File: src/rtl/sip_pkg.sv
// Shared types and constants for the segment intersection point block.
// No dependencies; used by the front end, the queue and the back end.
package sip_pkg;

  // Depth of the queue between the classification front end and the divider back end.
  localparam int QUEUE_DEPTH = 4;

  // Outcome of classification, carried with every request.
  typedef struct packed {
    logic crosses;
    logic shared_end;
  } class_t;

endpackage

File: src/rtl/sip_queue.sv
// Small first-in first-out queue between the front end and the back end.
// Depends on sip_pkg for its depth.
module sip_queue #(
  parameter int WIDTH = 8
) (
  input  logic             clk,
  input  logic             rst,
  input  logic             push,
  input  logic [WIDTH-1:0] push_data,
  output logic             full,
  input  logic             pop,
  output logic             not_empty,
  output logic [WIDTH-1:0] pop_data
);

  localparam int AW = $clog2(sip_pkg::QUEUE_DEPTH);

  logic [WIDTH-1:0] store [sip_pkg::QUEUE_DEPTH];
  logic [AW-1:0]    wr_ptr, rd_ptr;
  logic [AW:0]      count;

  assign full      = (count == (AW+1)'(sip_pkg::QUEUE_DEPTH));
  assign not_empty = (count != '0);
  assign pop_data  = store[rd_ptr];

  // Entry storage.
  always_ff @(posedge clk) begin
    if (push) begin
      store[wr_ptr] <= push_data;
    end
  end

  // Pointers and fill count.
  always_ff @(posedge clk) begin
    if (rst) begin
      wr_ptr <= '0;
      rd_ptr <= '0;
      count  <= '0;
    end else begin
      if (push) begin
        wr_ptr <= wr_ptr + 1'b1;
      end
      if (pop) begin
        rd_ptr <= rd_ptr + 1'b1;
      end
      if (push && !pop) begin
        count <= count + 1'b1;
      end else if (pop && !push) begin
        count <= count - 1'b1;
      end
    end
  end

endmodule

File: config.mk
export PLATFORM = sky130hd
export DESIGN_NAME = sip_queue
export DESIGN_NICKNAME = d
export VERILOG_FILES = /design/src/rtl/sip_pkg.sv /design/src/rtl/sip_queue.sv
export SDC_FILE = /design/constraint.sdc
export NUM_CORES = 1
export LEC_CHECK = 0
export BUFFER_PORTS_ARGS = -buffer_cell sky130_fd_sc_hd__buf_2
export CAP_MARGIN = 20
export CORE_AREA = 2 2 67 69
export CTS_BUF_LIST = sky130_fd_sc_hd__clkbuf_8 sky130_fd_sc_hd__clkbuf_16
export DETAILED_ROUTE_END_ITERATION = 6
export DIE_AREA = 0 0 69 71
export RECOVER_POWER = 50
export SLEW_MARGIN = 10
export SYNTH_ARGS = -nofsm -noshare
export SYNTH_HDL_FRONTEND = slang
export SYNTH_SLANG_ARGS = --single-unit
File: constraint.sdc
create_clock -name clk -period 5.65 [get_ports clk]
set_clock_uncertainty 0.2 [all_clocks]
set_input_delay 1.13 -clock clk [delete_from_list [all_inputs] [get_ports clk]]
set_output_delay 1.13 -clock clk [all_outputs]
set_load 0.1 [all_outputs]
==> impl_metrics.json <==
{
  "status": "completed",
  "drc": 0,
  "final_cells": 164,
  "hold_path_class": "flop to flop",
  "synth_ff_type": "edfxtp_1",
  "syn-mean-instance-area_um2": 18.46,
  "r2r_setup_slack_ns": 3.98,
  "cpMaxStageDelayCell": "dfxtp_1",
  "area_delta_synth_final_pct": 17.10,
  "worst_slew_pin_slew_ns": 0.5880,
  "clk_latency_ns": 0.29,
  "synth-simple-area-share": 0.04728,
  "yosysTopAreaCell": "edfxtp_1",
  "drt_pre_antenna_iters": 3,
  "stdcell_area_um2": 1859,
  "grt_overflow": 0,
  "synth_common_cells": "edfxtp_1 (32), dfxtp_1 (9), mux4_2 (8)",
  "relSlewSlack": 0.6078,
  "clockPowerShare": 0.350,
  "required_ns": 4.32,
  "grt_max_degree": 14,
  "wl_um": 2441,
  "cts.path.max_buffers": 2,
  "synth_compound_area_frac": 0.006304,
  "fp.dieH_um": 71,
  "p_sw_mw": 0.2321,
  "yosys.area.top_type_share": 0.6052,
  "cts_sinks": 41,
  "syn-cell-area_um2": 1588,
  "worstPathMaxFanout": 8,
  "critical_path_class": "flop to output port",
  "initial_core_util": 0.3777,
  "crit_chain": "mux4_2, buf_2",
  "p_int_mw": 0.5554,
  "place_congestion": 0.6656,
  "drt-vias-per-instance": 4.713,
  "finalHoldViolCount": 0,
  "end_kind": "output port",
  "yosysMostFrequentCell": "edfxtp_1",
  "arrival_ns": 1.84,
  "critical_path.top_delay_family": "flip-flops",
  "synth_area_leaders": "edfxtp_1 (61%), dfxtp_1 (11%), mux4_2 (11%)",
  "dp_hpwl_um": 1663,
  "ctsResizeCount": 0,
  "rows": 24,
  "placed_cells": 156,
  "grt_pass1_wl_um": 3877,
  "nets": 129,
  "grt_pass1_vias": 772,
  "num_antenna_cells": 0,
  "setup_viol": 0,
  "ctsHoldBuffers": 0,
  "die_x_um": 69,
  "cp_slowest_stage_delay_ns": 0.68,
  "setup.worst_path.end": "pop_data[1]",
  "synth_cell_types": 19,
  "rsz0062_at_grt": "no",
  "cts_max_level": 2,
  "p_leak_nw": 0.6605,
  "pwr-share-seq": 0.455,
  "async_flop_share": 0,
  "cts_tree": "yes",
  "io_buffers": 21,
  "numCtsBuffers": 5,
  "path_clk_slew_ns": 0.07,
  "synth_cells": 86,
  "syn_nets": 104,
  "drv_cap": 0,
  "yosysSeqAreaShare": 0.7187,
  "wl_per_cell_um": 14.88,
  "rr_worst_depth": 4,
  "drtAntennaViolNets": 0,
  "fin_crit_ns": 3.174,
  "postCtsSetupBuffers": 0,
  "synth_edf_count": 32,
  "core_um2": 4204,
  "slew_viol_final": 0,
  "vias": 773,
  "synth-seq-cells": 41,
  "fmax_ghz": 0.3150,
  "start_kind": "flop",
  "r2r_start": "count[0]",
  "synthAdderAreaFrac": 0.05201,
  "drive_gt1_frac": 0.2411,
  "place_area_um2": 1738,
  "synth-xor-area-share": 0.02758,
  "gr-usage-all-layers": 0.1088,
  "first_iter_violations": 36,
  "powerDensity_nw_per_um2": 423.6,
  "ir_drop_uv": 197.0,
  "switching_share": 0.2947,
  "finalSetupTns_ns": 0,
  "critPathBufInv": 1,
  "synth_mux_area_frac": 0.1261,
  "synth_top_family_by_area": "multiplexers",
  "finalCritPeriodShare": 0.5618,
  "crit_cells": 2,
  "combPwrFrac": 0.195,
  "cts_root_buf": "clkbuf_8",
  "nFillCells": 383,
  "io_pins": 22,
  "r2r-end": "count[2]",
  "antenna_found_initial": 0,
  "yosys_warnings": 0,
  "dieArea_um2": 4899
}
[layout by cell type, fill, tap and decap left out]
cell type,netlist,final
clkbuf_1,1,10
and2_1,4,3
and2_0,0,1
nor3b_1,1,1
bufinv_16,0,2
xnor2_1,2,2
clkbuf_8,0,5
mux2i_1,2,2
mux4_2,8,8
dfxtp_1,9,9
nor2_1,7,7
inv_1,4,4
nand2_1,1,1
edfxtp_1,32,32
xor2_1,3,3
clkinv_2,0,1
fa_1,1,1
buf_2,0,11
ha_1,5,5
o21ai_0,1,1
a21oi_1,1,1
or3_1,2,2
[cells by family (layout without fill, tap and decap cells)]
group                      after synthesis  after routing
AOI/OAI and AO/OA                        2              2
xor gates and xnor gates                 5              5
adders and majority gates                6              6
buffers and inverters                    7             33
DFF                                     41             41
muxes                                   10             10
and+or+nand+nor                         15             15
[through the flow]
step / util / power (mW) / hold WS (ns) / setup WS (ns)
4_1_cts: 0.4452 / 0.7963 / 0.3166 / 2.407
6_report: 0.4423 / 0.7875 / 0.3192 / 2.476
3_5_place_dp: 0.4134 / 0.5221 / 0.3020 / 2.731
2_1_floorplan: - / 0.4965 / 0.2614 / 1.773
3_3_place_gp: 0.4134 / 0.5183 / 0.2752 / 2.746
5_1_grt: 0.4423 / 0.8168 / 0.3644 / 2.326
[worst min-delay path: stages, from the launching register on]
cell     delay [ns]
dfxtp_1        0.33
o21ai_0        0.08
a21oi_1        0.06
[layout make-up]
| cell class | count | area (um2) | area share |
|---|---|---|---|
| clock buffer | 5 | 68.82 | 0.03701 |
| clock inverter | 3 | 65.06 | 0.03499 |
| inverter | 4 | 15.01 | 0.008075 |
| multi-input combinational | 38 | 411.6 | 0.2214 |
| sequential | 41 | 1141 | 0.6137 |
| tap | 52 | 65.06 | 0.03499 |
| timing repair buffer | 21 | 92.59 | 0.04980 |
[routing by layer]
| layer | vias to the layer above | track usage | routed length, um |
|---|---|---|---|
| met4 | 0 | 0.05229 | 45 |
| met5 | - | 0 | 0 |
| met2 | 20 | 0.1603 | 1120 |
| met3 | 7 | 0.05413 | 143 |
| li1 | 371 | - | - |
| met1 | 375 | 0.1342 | 1132 |
[state kept, by name, indices dropped and copies added, names as in the netlist, named ones only]
signal / cells
rd_ptr: 2
count: 3
store: 32
wr_ptr: 2
[worst min path at each step]
stage / startpoint / endpoint / depth (start not counted)
CTS: count[2] / count[2] / 2
detailed placement: count[2] / count[2] / 2
global placement: count[2] / count[2] / 2
global route: count[2] / count[2] / 2
floorplan: count[2] / count[2] / 2
finish: count[2] / count[2] / 2
[power by group through the flow]
stage / Sequential, mW / Combinational, mW / Clock [mW]
finish: 0.358 / 0.154 / 0.275
global route: 0.361 / 0.163 / 0.293
CTS: 0.359 / 0.157 / 0.281
detailed placement: 0.366 / 0.156 / 0
global placement: 0.365 / 0.154 / 0
floorplan: 0.358 / 0.139 / 0
Note: power is estimated with default switching activity, not from simulation.
